--- config.mk ---
export PLATFORM = sky130hd
export DESIGN_NAME = reload_timer_with_pending_irq
export DESIGN_NICKNAME = d
export VERILOG_FILES = /design/src/rtp_pkg.sv /design/src/rtp_in_stage.sv /design/src/rtp_core.sv /design/src/rtp_out_stage.sv /design/src/reload_timer_with_pending_irq.sv
export SDC_FILE = /design/constraint.sdc
export NUM_CORES = 1
export LEC_CHECK = 0
export ABC_AREA = 0
export BUFFER_PORTS_ARGS = -buffer_cell sky130_fd_sc_hd__buf_2
export CAP_MARGIN = 20
export CORE_MARGIN = 2
export CORE_UTILIZATION = 47
export DETAILED_ROUTE_END_ITERATION = 10
export HOLD_SLACK_MARGIN = 0.06
export PLACE_DENSITY = 0.71
export SLEW_MARGIN = 20
export SYNTH_ARGS = -nofsm -noshare
export SYNTH_HDL_FRONTEND = slang
export SYNTH_SLANG_ARGS = --single-unit
--- constraint.sdc ---
create_clock -name clk -period 3.55 [get_ports clk]
set_clock_uncertainty 0.2 [all_clocks]
set_input_delay 0.355 -clock clk [delete_from_list [all_inputs] [get_ports clk]]
set_output_delay 0.355 -clock clk [all_outputs]
set_load 0.01 [all_outputs]
--- src/rtp_pkg.sv ---
// ----------------------------------------------------------------------------
// rtp_pkg: shared types and constants for the reload timer
// Command and response words, register offsets, control bit positions.
// ----------------------------------------------------------------------------
`default_nettype none

package rtp_pkg;

    localparam int DEFAULT_COUNT_WIDTH = 32;
    localparam int DATA_WIDTH          = 32;
    localparam int ADDR_WIDTH          = 8;

    typedef enum logic [1:0] {
        ACT_TICK  = 2'd0,
        ACT_READ  = 2'd1,
        ACT_WRITE = 2'd2,
        ACT_IDLE  = 2'd3
    } rtp_action_t;

    typedef enum logic [1:0] {
        RESP_OK       = 2'd0,
        RESP_CMD_ERR  = 2'd1,
        RESP_ADDR_ERR = 2'd2
    } rtp_resp_t;

    localparam logic [ADDR_WIDTH-1:0] ADDR_CONTROL   = 8'd0;
    localparam logic [ADDR_WIDTH-1:0] ADDR_RELOAD    = 8'd4;
    localparam logic [ADDR_WIDTH-1:0] ADDR_PENDING   = 8'd8;
    localparam logic [ADDR_WIDTH-1:0] ADDR_REMAINING = 8'd12;

    // control register bit positions
    localparam int CTRL_EN  = 0;
    localparam int CTRL_PER = 1;
    localparam int CTRL_IRQ = 2;

    // bits that must be zero on control and pending writes
    localparam logic [DATA_WIDTH-1:0] CTRL_RSVD_MASK = ~32'd7;
    localparam logic [DATA_WIDTH-1:0] PEND_RSVD_MASK = ~32'd1;

    typedef struct packed {
        rtp_action_t                 action;
        logic [ADDR_WIDTH-1:0]       address;
        logic [DATA_WIDTH-1:0]       write_data;
    } rtp_cmd_t;

    typedef struct packed {
        logic [DATA_WIDTH-1:0]       read_data;
        rtp_resp_t                   response;
        logic                        irq;
    } rtp_rsp_t;

endpackage

`default_nettype wire

--- src/rtp_in_stage.sv ---
// ----------------------------------------------------------------------------
// rtp_in_stage: command input register
// Captures one command word per cycle while cmd_stall is low and holds it until the core takes it.
// ----------------------------------------------------------------------------
`default_nettype none

module rtp_in_stage
    import rtp_pkg::*;
(
    input  wire logic     clk,
    input  wire logic     rst_n,
    input  wire logic     cmd_valid,
    output logic          cmd_stall,
    input  wire rtp_cmd_t cmd_data,
    input  wire logic     advance,
    output logic          held_valid,
    output rtp_cmd_t      held_cmd
);

    logic     valid_reg;
    logic     valid_next;
    rtp_cmd_t cmd_reg;
    logic     take;

    // full register is freed in the same cycle the core consumes it
    assign cmd_stall  = valid_reg && !advance;
    assign take       = cmd_valid && !cmd_stall;
    assign valid_next = take || (valid_reg && !advance);

    always_ff @(posedge clk or negedge rst_n)
    begin
        if (!rst_n)
        begin
            valid_reg <= 1'b0;
        end
        else
        begin
            valid_reg <= valid_next;
        end
    end

    always_ff @(posedge clk)
    begin
        if (take)
        begin
            cmd_reg <= cmd_data;
        end
    end

    assign held_valid = valid_reg;
    assign held_cmd   = cmd_reg;

endmodule

`default_nettype wire

--- src/rtp_core.sv ---
// ----------------------------------------------------------------------------
// rtp_core: timer state and register file
// Applies one command word per advance and forms its response word.
// ----------------------------------------------------------------------------
`default_nettype none

module rtp_core
    import rtp_pkg::*;
#(
    parameter int COUNT_WIDTH = DEFAULT_COUNT_WIDTH
)
(
    input  wire logic                  clk,
    input  wire logic                  rst_n,
    input  wire logic                  cfg_we,
    input  wire logic [DATA_WIDTH-1:0] cfg_wdata,
    input  wire logic                  advance,
    input  wire rtp_cmd_t              cmd,
    output rtp_rsp_t                   rsp
);

    localparam logic [COUNT_WIDTH-1:0] CNT_ONE = COUNT_WIDTH'(1);

    logic [2:0]             ctrl_reg,      ctrl_next;
    logic [COUNT_WIDTH-1:0] reload_reg,    reload_next;
    logic [COUNT_WIDTH-1:0] countdown_reg, countdown_next;
    logic                   pending_reg,   pending_next;
    logic                   fired_reg,     fired_next;

    logic [DATA_WIDTH-1:0]  rd;
    rtp_resp_t              resp;
    logic [DATA_WIDTH-1:0]  wd;
    logic [COUNT_WIDTH-1:0] wd_cnt;
    logic                   reload_ok;
    logic [COUNT_WIDTH-1:0] cfg_cnt;

    assign wd        = cmd.write_data;
    assign wd_cnt    = wd[COUNT_WIDTH-1:0];
    assign reload_ok = (wd != '0) && ((wd >> COUNT_WIDTH) == '0);
    assign cfg_cnt   = (cfg_wdata[COUNT_WIDTH-1:0] == '0) ? CNT_ONE
                                                          : cfg_wdata[COUNT_WIDTH-1:0];

    always_comb
    begin
        ctrl_next      = ctrl_reg;
        reload_next    = reload_reg;
        countdown_next = countdown_reg;
        pending_next   = pending_reg;
        fired_next     = fired_reg;
        rd             = '0;
        resp           = RESP_OK;

        unique case (cmd.action)
            ACT_TICK:
            begin
                fired_next = 1'b0;
                if (ctrl_reg[CTRL_EN])
                begin
                    if (countdown_reg > CNT_ONE)
                    begin
                        countdown_next = countdown_reg - CNT_ONE;
                    end
                    else
                    begin
                        // expiry: zero or one left
                        pending_next = 1'b1;
                        fired_next   = 1'b1;
                        if (ctrl_reg[CTRL_PER])
                        begin
                            countdown_next = reload_reg;
                        end
                        else
                        begin
                            countdown_next      = '0;
                            ctrl_next[CTRL_EN]  = 1'b0;
                        end
                    end
                end
            end

            ACT_READ:
            begin
                unique case (cmd.address)
                    ADDR_CONTROL:   rd = DATA_WIDTH'(ctrl_reg);
                    ADDR_RELOAD:    rd = DATA_WIDTH'(reload_reg);
                    ADDR_PENDING:   rd = DATA_WIDTH'(pending_reg);
                    ADDR_REMAINING: rd = ctrl_reg[CTRL_EN] ? DATA_WIDTH'(countdown_reg) : '0;
                    default:        resp = RESP_ADDR_ERR;
                endcase
            end

            ACT_WRITE:
            begin
                unique case (cmd.address)
                    ADDR_CONTROL:
                    begin
                        if ((wd & CTRL_RSVD_MASK) != '0)
                        begin
                            resp = RESP_CMD_ERR;
                        end
                        else
                        begin
                            ctrl_next = wd[2:0];
                            if (wd[CTRL_EN])
                            begin
                                countdown_next = reload_reg;
                            end
                        end
                    end
                    ADDR_RELOAD:
                    begin
                        if (!reload_ok)
                        begin
                            resp = RESP_CMD_ERR;
                        end
                        else
                        begin
                            reload_next = wd_cnt;
                            if (ctrl_reg[CTRL_EN])
                            begin
                                countdown_next = wd_cnt;
                            end
                        end
                    end
                    ADDR_PENDING:
                    begin
                        if ((wd & PEND_RSVD_MASK) != '0)
                        begin
                            resp = RESP_CMD_ERR;
                        end
                        else if (wd[0] && !fired_reg)
                        begin
                            // write one to clear, expiry on the last tick wins
                            pending_next = 1'b0;
                        end
                    end
                    ADDR_REMAINING: resp = RESP_CMD_ERR;
                    default:        resp = RESP_ADDR_ERR;
                endcase
            end

            ACT_IDLE:
            begin
                rd = '0;
            end

            default:
            begin
                rd = '0;
            end
        endcase
    end

    always_ff @(posedge clk or negedge rst_n)
    begin
        if (!rst_n)
        begin
            ctrl_reg      <= '0;
            reload_reg    <= CNT_ONE;
            countdown_reg <= '0;
            pending_reg   <= 1'b0;
            fired_reg     <= 1'b0;
        end
        else if (cfg_we)
        begin
            reload_reg <= cfg_cnt;
        end
        else if (advance)
        begin
            ctrl_reg      <= ctrl_next;
            reload_reg    <= reload_next;
            countdown_reg <= countdown_next;
            pending_reg   <= pending_next;
            fired_reg     <= fired_next;
        end
    end

    assign rsp.read_data = rd;
    assign rsp.response  = resp;
    assign rsp.irq       = pending_next && ctrl_next[CTRL_IRQ];

endmodule

`default_nettype wire

--- src/rtp_out_stage.sv ---
// ----------------------------------------------------------------------------
// rtp_out_stage: response output register
// Holds one response word; reloads in the cycle the old one is taken.
// ----------------------------------------------------------------------------
`default_nettype none

module rtp_out_stage
    import rtp_pkg::*;
(
    input  wire logic     clk,
    input  wire logic     rst_n,
    input  wire logic     load_req,
    input  wire rtp_rsp_t load_rsp,
    output logic          advance,
    output logic          rsp_valid,
    input  wire logic     rsp_stall,
    output rtp_rsp_t      rsp_data
);

    logic     valid_reg;
    logic     valid_next;
    rtp_rsp_t rsp_reg;
    logic     can_load;

    assign can_load   = !valid_reg || !rsp_stall;
    assign advance    = load_req && can_load;
    assign valid_next = advance || (valid_reg && rsp_stall);

    always_ff @(posedge clk or negedge rst_n)
    begin
        if (!rst_n)
        begin
            valid_reg <= 1'b0;
        end
        else
        begin
            valid_reg <= valid_next;
        end
    end

    always_ff @(posedge clk)
    begin
        if (advance)
        begin
            rsp_reg <= load_rsp;
        end
    end

    assign rsp_valid = valid_reg;
    assign rsp_data  = rsp_reg;

endmodule

`default_nettype wire

--- src/reload_timer_with_pending_irq.sv ---
// ----------------------------------------------------------------------------
// reload_timer_with_pending_irq: down-counting reload timer with sticky irq
// Each command word is a tick, a register read or a register write; each
// command produces exactly one response word (read data, status, irq level).
//
// Channels: cmd_* carries command words in, rsp_* carries response words out.
// A word moves on a rising edge where valid is high and stall is low.
// Order: a command taken into the input register is applied to the timer
// state at the edge where the response register loads its response word.
// Throughput: one command per cycle unless stalled; the input and response
// registers each keep a word, so a command is taken while a response waits.
// Receiver stall: the response register holds its word; the command in the
// input register waits, and cmd_stall rises once that register is full.
// Config: cfg_we loads cfg_wdata directly as reload value, masked to COUNT_WIDTH
// bits, zero forced to one; the user must write it only while idle (unchecked).
// Reset (rst_n low, asynchronous): control bits, countdown and pending
// clear, reload value becomes one, both registers empty.
// ----------------------------------------------------------------------------
`default_nettype none

module reload_timer_with_pending_irq
    import rtp_pkg::*;
#(
    parameter int COUNT_WIDTH = DEFAULT_COUNT_WIDTH
)
(
    input  wire logic                  clk,
    input  wire logic                  rst_n,

    // configuration write port
    input  wire logic                  cfg_we,
    input  wire logic [DATA_WIDTH-1:0] cfg_wdata,

    // command channel
    input  wire logic                  cmd_valid,
    output logic                       cmd_stall,
    input  wire rtp_cmd_t              cmd_data,

    // response channel
    output logic                       rsp_valid,
    input  wire logic                  rsp_stall,
    output rtp_rsp_t                   rsp_data
);

    // held command between input register and core
    logic     held_valid;
    rtp_cmd_t held_cmd;

    // core result feeding the response register
    rtp_rsp_t core_rsp;

    // core applies the held command when the response register can take it
    logic     advance;

    rtp_in_stage u_in_stage (
        .clk        (clk),
        .rst_n      (rst_n),
        .cmd_valid  (cmd_valid),
        .cmd_stall  (cmd_stall),
        .cmd_data   (cmd_data),
        .advance    (advance),
        .held_valid (held_valid),
        .held_cmd   (held_cmd)
    );

    rtp_core #(
        .COUNT_WIDTH (COUNT_WIDTH)
    ) u_core (
        .clk       (clk),
        .rst_n     (rst_n),
        .cfg_we    (cfg_we),
        .cfg_wdata (cfg_wdata),
        .advance   (advance),
        .cmd       (held_cmd),
        .rsp       (core_rsp)
    );

    rtp_out_stage u_out_stage (
        .clk       (clk),
        .rst_n     (rst_n),
        .load_req  (held_valid),
        .load_rsp  (core_rsp),
        .advance   (advance),
        .rsp_valid (rsp_valid),
        .rsp_stall (rsp_stall),
        .rsp_data  (rsp_data)
    );

endmodule

`default_nettype wire
==> impl_metrics.toml, run 1 <==
[setup_path]
worst_ep_required_time_ps = 3670
cp_max_fo = 18
worstPathCellList = "nor4_1 > nand4_1 > nor4b_1 > o211a_1 > o21ai_0 > a22o_1"
arrival_ps = 3460
crit_buf_inv = 0
startpoint_type = "register"
criticalPathCategory = "reg -> reg"
end_kind = "register"
slowest_stage = "o211a_1"
max_stage_delay_ps = 670
critical-path-top-delay-family = "simple AND/OR/NAND/NOR gates"

[pwr]
power.density_nw_per_um2 = 523.4
irDropWorstVdd_v = 0.0003614
leakagePower_nw = 4.137

[synthesis]
synth_area_per_cell_um2 = 9.994
ys_seq_elements = 148
synth_edf_count = 77
syn_area_um2 = 7805
synth.net_count = 865
seq_area_frac_synth_pct = 52.40
syn_inst = 781
synthFlopType = "edfxtp_1"
synth_warnings = 0
ys_types = 59
async_reset_ff_share_pct = 47.97

[run]
maxCapViolCount = 0

[drt]
drtPass1Iterations = 8
drt-total-wl_mm = 23.84
drtIter0Drc = 813
via_per_inst = 5.972
wl_per_cell_um = 20.06
vias = 7095
drc = 0
ant_nets = 0

[sta]
relSlewSlack_pct = 33.55
hold_ws_ps = 151.4
drv_slew = 0
worst_pin_slew_ps = 996.7
finalHoldViolCount = 0
setup_violations = 0
max_freq_ghz = 0.2987
fin_tns_setup_ps = 0
fin_crit_ps = 3348
fin_crit_sh_pct = 94.31
rsz0062_at_grt = "no"

[global_routing]
grt_pass1_vias = 6690
grt_max_degree = 65
overflow = 0
grt_pass1_wl_mm = 37.28
antenna_found_initial = 0
grt.total_usage_pct = 27.52

[clock_tree]
cts-root-buf = "clkbuf_16"
h-tree-depth = 4
clock_latency_ps = 430
cts_tree = "done"
cts.clk_slew.worst_paths_ps = 60
cts_max_path_buffers = 2
cts_sinks = 148
numCtsBuffers = 17

[floorplan]
start_util_pct = 47.57
die-area_um2 = 17650
dieWidth_um = 132.9
rows = 47
fp.dieH_um = 132.9
num_io_pins = 116
core_um2 = 16410

[layout]
drive_gt1_share_pct = 19.32
syn2layout_area_growth_pct = 28.63
nets = 1039
final_common_cell = "buf_2"
antenna_cells = 0
largest_reg_flops = 42
post-route-util_pct = 61.19
mostFrequentLayoutCells = "115 x buf_2, 104 x nand2_1, 78 x dlygate4sd3_1"

[placement]
routabilityCongestion = 0.9266
dp_hpwl_mm = 15.61
io_buffers = 115

[run_status]
status = "finished, final reports clean"

[hold_path]
holdCritPathClass = "in -> reg"
## logic make-up after synthesis
kind of cell | after synthesis | share of synthesized area (%)
adders and majority gates | 5 | 0.8015
xor gates and xnor gates | 17 | 1.908
and+or+nand+nor | 287 | 17.95
DFF | 148 | 52.40
AOI/OAI and AO/OA | 204 | 17.49
buffers and inverters | 78 | 3.960
muxes | 42 | 5.483
## tightest hold or removal path: stages
cell and delay, ps:
buf_2 100, nor2_1 90, nand4_1 130, nand2_1 60
## through the flow
stage	power, mW	area, µm²	cells	setup WS [ps]
floorplan	2.983	7805	781	703.1
global placement	3.304	8650	1078	433.7
detailed placement	3.321	8650	1078	424.8
CTS	5.245	10040	1188	315.1
global route	5.481	10040	1188	126.6
finish	5.255	10040	1188	202.0
## routing by layer
layer / up-vias / routed length (µm) / global-route usage [%]
li1: 3277 / - / -
met1: 3382 / 10060 / 39.42
met2: 373 / 10830 / 41.02
met3: 63 / 2146 / 4.406
met4: 0 / 806 / 13.08
met5: - / 0 / 0
## cell usage after synthesis (5+ instances only)
cell type    n  share of area (%)
a21oi_1     23                1.5
a22o_1      19                2.1
a22oi_1     32                3.1
a311oi_1     5               0.56
a31oi_1     27                2.2
and3_1       7               0.56
buf_1        6               0.29
buf_2        6               0.38
clkbuf_1    47                2.3
dfrtp_1     70                 22
edfxtp_1    77                 30
ha_1         5               0.80
inv_1       17               0.82
mux2_2       6               0.87
mux2i_1     36                4.6
nand2_1    104                5.0
nand3_1     20                1.3
nand4_1     10               0.80
nor2_1      58                2.8
nor3_1      23                1.5
nor4_1      25                2.0
o211ai_1    11                1.1
o21ai_0     53                3.4
o22ai_1      5               0.40
or3_1       10               0.80
or4_1       10               0.96
xnor2_1     12                1.3
xor2_1       5               0.56
## worst paths after layout
| kind | cells after the start | slack (ps) | end | startpoint |
|---|---|---|---|---|
| min in group asynchronous | 2 | 400 | u_core.reload_reg[27] | rst_n |
| worst min-delay path | 4 | 150 | u_core.fired_reg | cfg_we |
| max in group asynchronous | 3 | 1990 | u_core.reload_reg[0] | rst_n |
| worst max register to register | 6 | 200 | u_core.countdown_reg[29] | u_in_stage.held_cmd[4] |
| worst max-delay path | 6 | 200 | u_core.countdown_reg[29] | u_in_stage.held_cmd[4] |
| worst min register to register | 1 | 300 | u_out_stage.rsp_valid | u_in_stage.held_valid |
## area by class of cell
cell class / count / area, µm²
clock buffers: 19 / 452.9
well taps: 220 / 275.3
repair buffers: 216 / 1592
clock inverters: 13 / 156.4
fillers: 1314 / 6367
flip-flops and latches: 148 / 4090
inverters: 17 / 63.81
multi-input cells: 555 / 3410
## report_power, final
part | total, mW | switching, mW | internal (mW)
clock network | 1.86 | 0.724 | 1.14
logic | 1.01 | 0.512 | 0.493
registers | 2.39 | 0.336 | 2.05
total | 5.26 | 1.57 | 3.68
## what timing repair did
item / CTS / global route
endpoints found under the hold margin: 108 / 0
resized for setup: 0 / 0
hold buffers: 78 / 0
endpoints found under the setup margin: 0 / 0
buffers inserted: 0 / 0
(Power assumes the default switching activity.)
==> run 2, diff against run 1 <==
--- a/config.mk
+++ b/config.mk
@@ -5,14 +5,14 @@
 export SDC_FILE = /design/constraint.sdc
 export NUM_CORES = 1
 export LEC_CHECK = 0
-export ABC_AREA = 0
+export ABC_AREA = 1
 export BUFFER_PORTS_ARGS = -buffer_cell sky130_fd_sc_hd__buf_2
 export CAP_MARGIN = 20
 export CORE_MARGIN = 2
 export CORE_UTILIZATION = 47
 export DETAILED_ROUTE_END_ITERATION = 10
 export HOLD_SLACK_MARGIN = 0.06
-export PLACE_DENSITY = 0.71
+export PLACE_DENSITY = 0.7
 export SLEW_MARGIN = 20
 export SYNTH_ARGS = -nofsm -noshare
 export SYNTH_HDL_FRONTEND = slang
==> run 2 against run 1 <==
The flow now finishes with violations (design-rule violations). Register-to-register slack better by 640 ps. Largest cell class unchanged. Sequential share of layout area down 1.7 points. Worst setup slack better by 640 ps.
==> impl_metrics.toml, run 2 <==
[layout]
mostFrequentLayoutCells = "454 x nand2_1, 158 x nor2_1, 137 x inv_1"
nets = 1442
largest_reg_flops = 42
syn2layout_area_growth_pct = 20.41
antenna_cells = 0
post-route-util_pct = 57.95
final_common_cell = "nand2_1"
drive_gt1_share_pct = 13.86
nFillCells = 1668

[global_routing]
grt_pass1_wl_mm = 42.12
antenna_found_initial = 0
grt.total_usage_pct = 27.55
overflow = 0
grt_max_degree = 67
grt_pass1_vias = 7900

[hold_path]
hold_start = "cfg_wdata[17]"
holdCritPathClass = "in -> reg"

[pwr]
leakagePower_nw = 4.997
power.density_nw_per_um2 = 594.4
p_switching_mw = 2.446
seqPwrFrac_pct = 38.5
p_int_mw = 3.784
power_mw = 6.230
p_comb_share_pct = 32.9
irDropWorstVdd_v = 0.0004189
swShare_pct = 39.26
clockPowerShare_pct = 28.6

[sta]
drv_slew = 0
setup_violations = 0
worst_slack_ps = 844.2
rsz0062_at_grt = "no"
fin_crit_sh_pct = 76.22
fin_crit_ps = 2706
worst_pin_slew_ps = 878.6
fin_tns_setup_ps = 0
relSlewSlack_pct = 41.43
max_freq_ghz = 0.3696
finalHoldViolCount = 0

[setup_path]
startpoint_type = "register"
criticalPathCategory = "reg -> reg"
r2r_start = "u_core.countdown_reg[0]"
end_kind = "register"
arrival_ps = 2870
worst_ep_required_time_ps = 3720
startpoint = "u_core.countdown_reg[0]"
cp_max_fo = 31

[drt]
drc = 6
drt-total-wl_mm = 26.48
drtPass1Iterations = 10
ant_nets = 0
via_per_inst = 5.267
vias = 8427
wl_per_cell_um = 16.55
drtIter0Drc = 913

[floorplan]
core_um2 = 18090
num_io_pins = 116
die-area_um2 = 19620
fp.dieH_um = 140.1
start_util_pct = 48.12
rows = 49
dieWidth_um = 140.1

[clock_tree]
numCtsBuffers = 17
clock_latency_ps = 430
h-tree-depth = 4
cts_tree = "done"
cts-root-buf = "clkbuf_16"
cts_max_path_buffers = 2
ctsResizeCount = 0
cts_sinks = 148
cts.clk_slew.worst_paths_ps = 60

[synthesis]
synthTopCellsByArea = "edfxtp_1 27%, dfrtp_1 20%, nand2_1 20%"
synth_top_area_cell = "edfxtp_1"
async_reset_ff_share_pct = 47.97
ys_seq_elements = 148
synth_top_cell_area_share_pct = 26.57
synth.net_count = 1292
synthFlopType = "edfxtp_1"
ys_types = 38
synth.most_common_cell = "nand2_1"
synth_warnings = 0
synth_commonest_cells = "455 x nand2_1, 158 x nor2_1, 137 x inv_1"
synth_area_per_cell_um2 = 7.205
syn_inst = 1208
seq_area_frac_synth_pct = 47.00
syn_area_um2 = 8703
synth_edf_count = 77

[placement]
routabilityCongestion = 0.9709
preCtsSetupSlack_ps = 926.8
dp_hpwl_mm = 18.64
io_buffers = 115

[run_status]
status = "finished, violations left"
violations = "design-rule violations"

[run]
maxCapViolCount = 0
[run 2: changes by cell type after synthesis, sizes merged, moves of 27 or more]
cell and delta:
a22oi -32, mux2i -36, o21ai +43, clkbuf -27
a31oi -27, nor2 +115, inv +124, nand2 +358
[run 2: path summary, 6_finish.rpt]
check / depth (start not counted) / end / slack (ps)
min: 5 / u_core.reload_reg[17] / 60
max: 14 / u_core.countdown_reg[23] / 840
min in group asynchronous: 2 / u_out_stage.rsp_valid / 370
min reg2reg: 2 / u_core.pending_reg / 290
max reg2reg: 14 / u_core.countdown_reg[23] / 840
max in group asynchronous: 3 / u_core.reload_reg[0] / 1890
[run 2: cell type report]
| class | instances | area (µm²) | area share, % |
|---|---|---|---|
| multi-input cells | 873 | 3851 | 36.75 |
| repair buffers | 176 | 1154 | 11.01 |
| inverters | 142 | 533.0 | 5.086 |
| clock buffers | 18 | 429.2 | 4.095 |
| flip-flops and latches | 148 | 4090 | 39.03 |
| clock inverters | 14 | 136.4 | 1.301 |
| well taps | 229 | 286.5 | 2.734 |
[run 2: critical path: stages, from the launching register on]
cell	delay [ps]
dfrtp_1	400
inv_1	130
ha_1	250
nand2_4	100
nor2_8	150
nand2_2	80
nand2_2	80
nand2_4	240
nor2_8	490
nand2_1	130
nand2_1	100
nand2_1	50
nand2_1	90
nand2_1	50
nand2_1	70
[run 2: kinds of logic (layout without fill, tap and decap cells)]
kind of cell	after synthesis	count (layout)	synth area share, %
adders and majority gates	5	5	0.7188
xor gates and xnor gates	5	5	0.5031
DFF	148	148	47.00
buffers and inverters	187	350	8.784
AOI/OAI and AO/OA	176	176	11.07
and+or+nand+nor	687	687	31.93
[run 2: routing by layer]
metal	up-vias	track usage (%)	part of all wire, %
li1	4149	-	-
met1	3863	40.06	46
met2	367	41.87	43
met3	48	5.538	8.5
met4	0	8.453	2.3
met5	-	0	0
[run 2: power by group through the flow]
stage	clock [mW]	combinational, mW	sequential (mW)
after CTS	1.78	2.02	2.39
after floorplan	0	1.47	2.32
final	1.78	2.05	2.40
after detailed placement	0	1.96	2.41
after global placement	0	1.96	2.41
after global routing	1.86	2.33	2.43
[run 2: what timing repair did]
item | 4_1_cts | 5_1_grt
endpoints found under the hold margin | 80 | 0
hold buffers | 48 | 0
setup buffers | 0 | 0
[run 2: per-stage QoR]
stage          hold slack, ps  cells  area, µm²
6_report                57.10   1600      10480
5_1_grt                 85.91   1600      10480
4_1_cts                 60.43   1600      10480
3_5_place_dp            272.6   1520       9434
3_3_place_gp            271.6   1520       9434
2_1_floorplan          -140.6   1208       8703
==> run 3, diff against run 2 <==
--- a/config.mk
+++ b/config.mk
@@ -12,7 +12,7 @@
 export CORE_UTILIZATION = 47
 export DETAILED_ROUTE_END_ITERATION = 10
 export HOLD_SLACK_MARGIN = 0.06
-export PLACE_DENSITY = 0.7
+export PLACE_DENSITY = 0.73
 export SLEW_MARGIN = 20
 export SYNTH_ARGS = -nofsm -noshare
 export SYNTH_HDL_FRONTEND = slang
==> constraint.sdc (replaced) <==
create_clock -name clk -period 2.2 [get_ports clk]
set_clock_uncertainty 0.2 [all_clocks]
set_input_delay 0.22 -clock clk [delete_from_list [all_inputs] [get_ports clk]]
set_output_delay 0.22 -clock clk [all_outputs]
set_load 0.01 [all_outputs]
==> run 3 against run 2 <==
The flow still finishes with violations (design-rule violations). Final area grew 13%. Sequential share of layout area shrank 4.6 points. Final cell count grew 6.8%. Power grew 86%. Global-route usage grew 1.7 points. Combinational power grew 130%. Critical path type unchanged. Largest cell class is now multi-input combinational cells.
==> impl_metrics.toml, run 3 (same netlist as run 2, synthesis figures left out) <==
[placement]
routabilityCongestion = 1.027
preCtsSetupSlack_ps = 32.20
io_buffers = 115
dp_cells = 1585
dp_hpwl_mm = 19.41

[floorplan]
start_util_pct = 48.12
core_um2 = 18090
dieWidth_um = 140.1
rows = 49
num_io_pins = 116
fp.dieH_um = 140.1
die-area_um2 = 19620

[global_routing]
grt_pass1_wl_mm = 44.37
antenna_found_initial = 0
grt_max_degree = 72
overflow = 0
grt_pass1_vias = 8434
grt.total_usage_pct = 29.25

[layout]
nFillCells = 1471
largest_reg_flops = 42
fin_cells = 1709
final_common_cell = "nand2_1"
nets = 1551
drive_gt1_share_pct = 22.23
syn2layout_area_growth_pct = 36.49
seqCellArea_um2 = 4093
antenna_cells = 0
multi_input_area_um2 = 4123
mostFrequentLayoutCells = "436 x nand2_1, 141 x nor2_1, 131 x inv_1"

[pwr]
power.density_nw_per_um2 = 976.3
irDropWorstVdd_v = 0.0006270
leakagePower_nw = 5.657

[setup_path]
r2r_cells = 14
criticalPathCategory = "reg -> reg"
arrival_ps = 2320
startpoint_type = "register"
cp_max_fo = 6
end_kind = "register"
rrSetupSlack_ps = 50
worst_ep_required_time_ps = 2370

[clock_tree]
cts_max_path_buffers = 2
clock_latency_ps = 430
h-tree-depth = 4
numCtsBuffers = 17
cts_sinks = 148
cts_tree = "done"
cts.clk_slew.worst_paths_ps = 60
cts-root-buf = "clkbuf_16"

[sta]
worst_slack_ps = 48.08
fin_crit_sh_pct = 97.81
fin_tns_setup_ps = 0
setup_violations = 0
worst_pin_slew_ps = 516.5
fin_crit_ps = 2152
drv_slew = 0
relSlewSlack_pct = 65.57
finalHoldViolCount = 0
max_freq_ghz = 0.4647
rsz0062_at_grt = "yes"

[run_status]
violations = "design-rule violations"
status = "finished, violations left"

[drt]
via_per_inst = 5.358
drtPass1Iterations = 10
drc = 7
drt-total-wl_mm = 29.53
drtIter0Drc = 1107
wl_per_cell_um = 17.28
ant_nets = 0
vias = 9157

[run]
maxCapViolCount = 0

[hold_path]
holdCritPathClass = "in -> async"
[run 3: cell count changes in the layout (fill, tap and decap cells not counted), sizes merged]
cell         previous run  this run
dlygate4sd3            48        79
clkinvlp                4         1
buf                   128       204
clkbuf                 18        21
clkinv                  8         7
bufinv                  2         5
[run 3: power breakdown]
group	internal [mW]	total [mW]	switching, mW
logic	1.79	4.66	2.87
clock network	2.01	3.21	1.19
registers	3.36	3.73	0.367
[run 3: final timing paths]
path	start	endpoint
min in group clk	u_core.pending_reg	u_core.pending_reg
hold reg to reg	u_core.pending_reg	u_core.pending_reg
hold / removal	rst_n	u_core.fired_reg
max in group asynchronous	rst_n	u_core.countdown_reg[29]
setup reg to reg	u_core.countdown_reg[24]	u_core.countdown_reg[22]
setup / recovery	u_core.countdown_reg[24]	u_core.countdown_reg[22]
[run 3: cell type report]
| cell class | instances | share of cell area [%] |
|---|---|---|
| timing repair buffer | 285 | 18.55 |
| sequential | 148 | 34.45 |
| clock buffer | 19 | 3.644 |
| multi-input combinational | 873 | 34.71 |
| tap | 229 | 2.412 |
| inverter | 142 | 4.487 |
| clock inverter | 13 | 1.748 |
[run 3: critical path, cell delays in order, from the launching register on]
cell	delay, ps
dfrtp_1	400
nor2_2	160
nand2_2	110
nor2_4	110
nand2_2	90
nor2_4	160
nand2_8	100
nor2_8	210
clkbuf_16	210
nand2_2	50
nand2_1	50
nand2_1	40
nand2_1	60
nand2_1	60
nand2_1	70
[run 3: what timing repair did]
item                                   CTS  global route
setup endpoints to repair                0            56
buffers inserted                         0            11
resized for setup                        0            81
hold buffers                            79             0
endpoints found under the hold margin  149             0
[run 3: metrics by stage]
step / hold slack [ps] / instance area [µm²] / util [%] / total power, mW
6_report: 133.4 / 11880 / 65.68 / 11.60
2_1_floorplan: -275.6 / 8703 / - / 6.119
3_3_place_gp: 82.90 / 10020 / 55.41 / 7.657
5_1_grt: 206.2 / 11880 / 65.68 / 12.19
4_1_cts: 166.0 / 11450 / 63.33 / 11.00
3_5_place_dp: 83.27 / 10020 / 55.41 / 7.695
[run 3: metal layers]
layer / wire, µm / track usage (%) / vias up / part of all wire, %
met5: 0 / 0 / - / 0
met4: 920 / 10.21 / 0 / 3.1
met3: 3065 / 5.675 / 76 / 10
met2: 13350 / 45.79 / 558 / 45
met1: 12200 / 40.96 / 4158 / 41
li1: - / - / 4365 / -
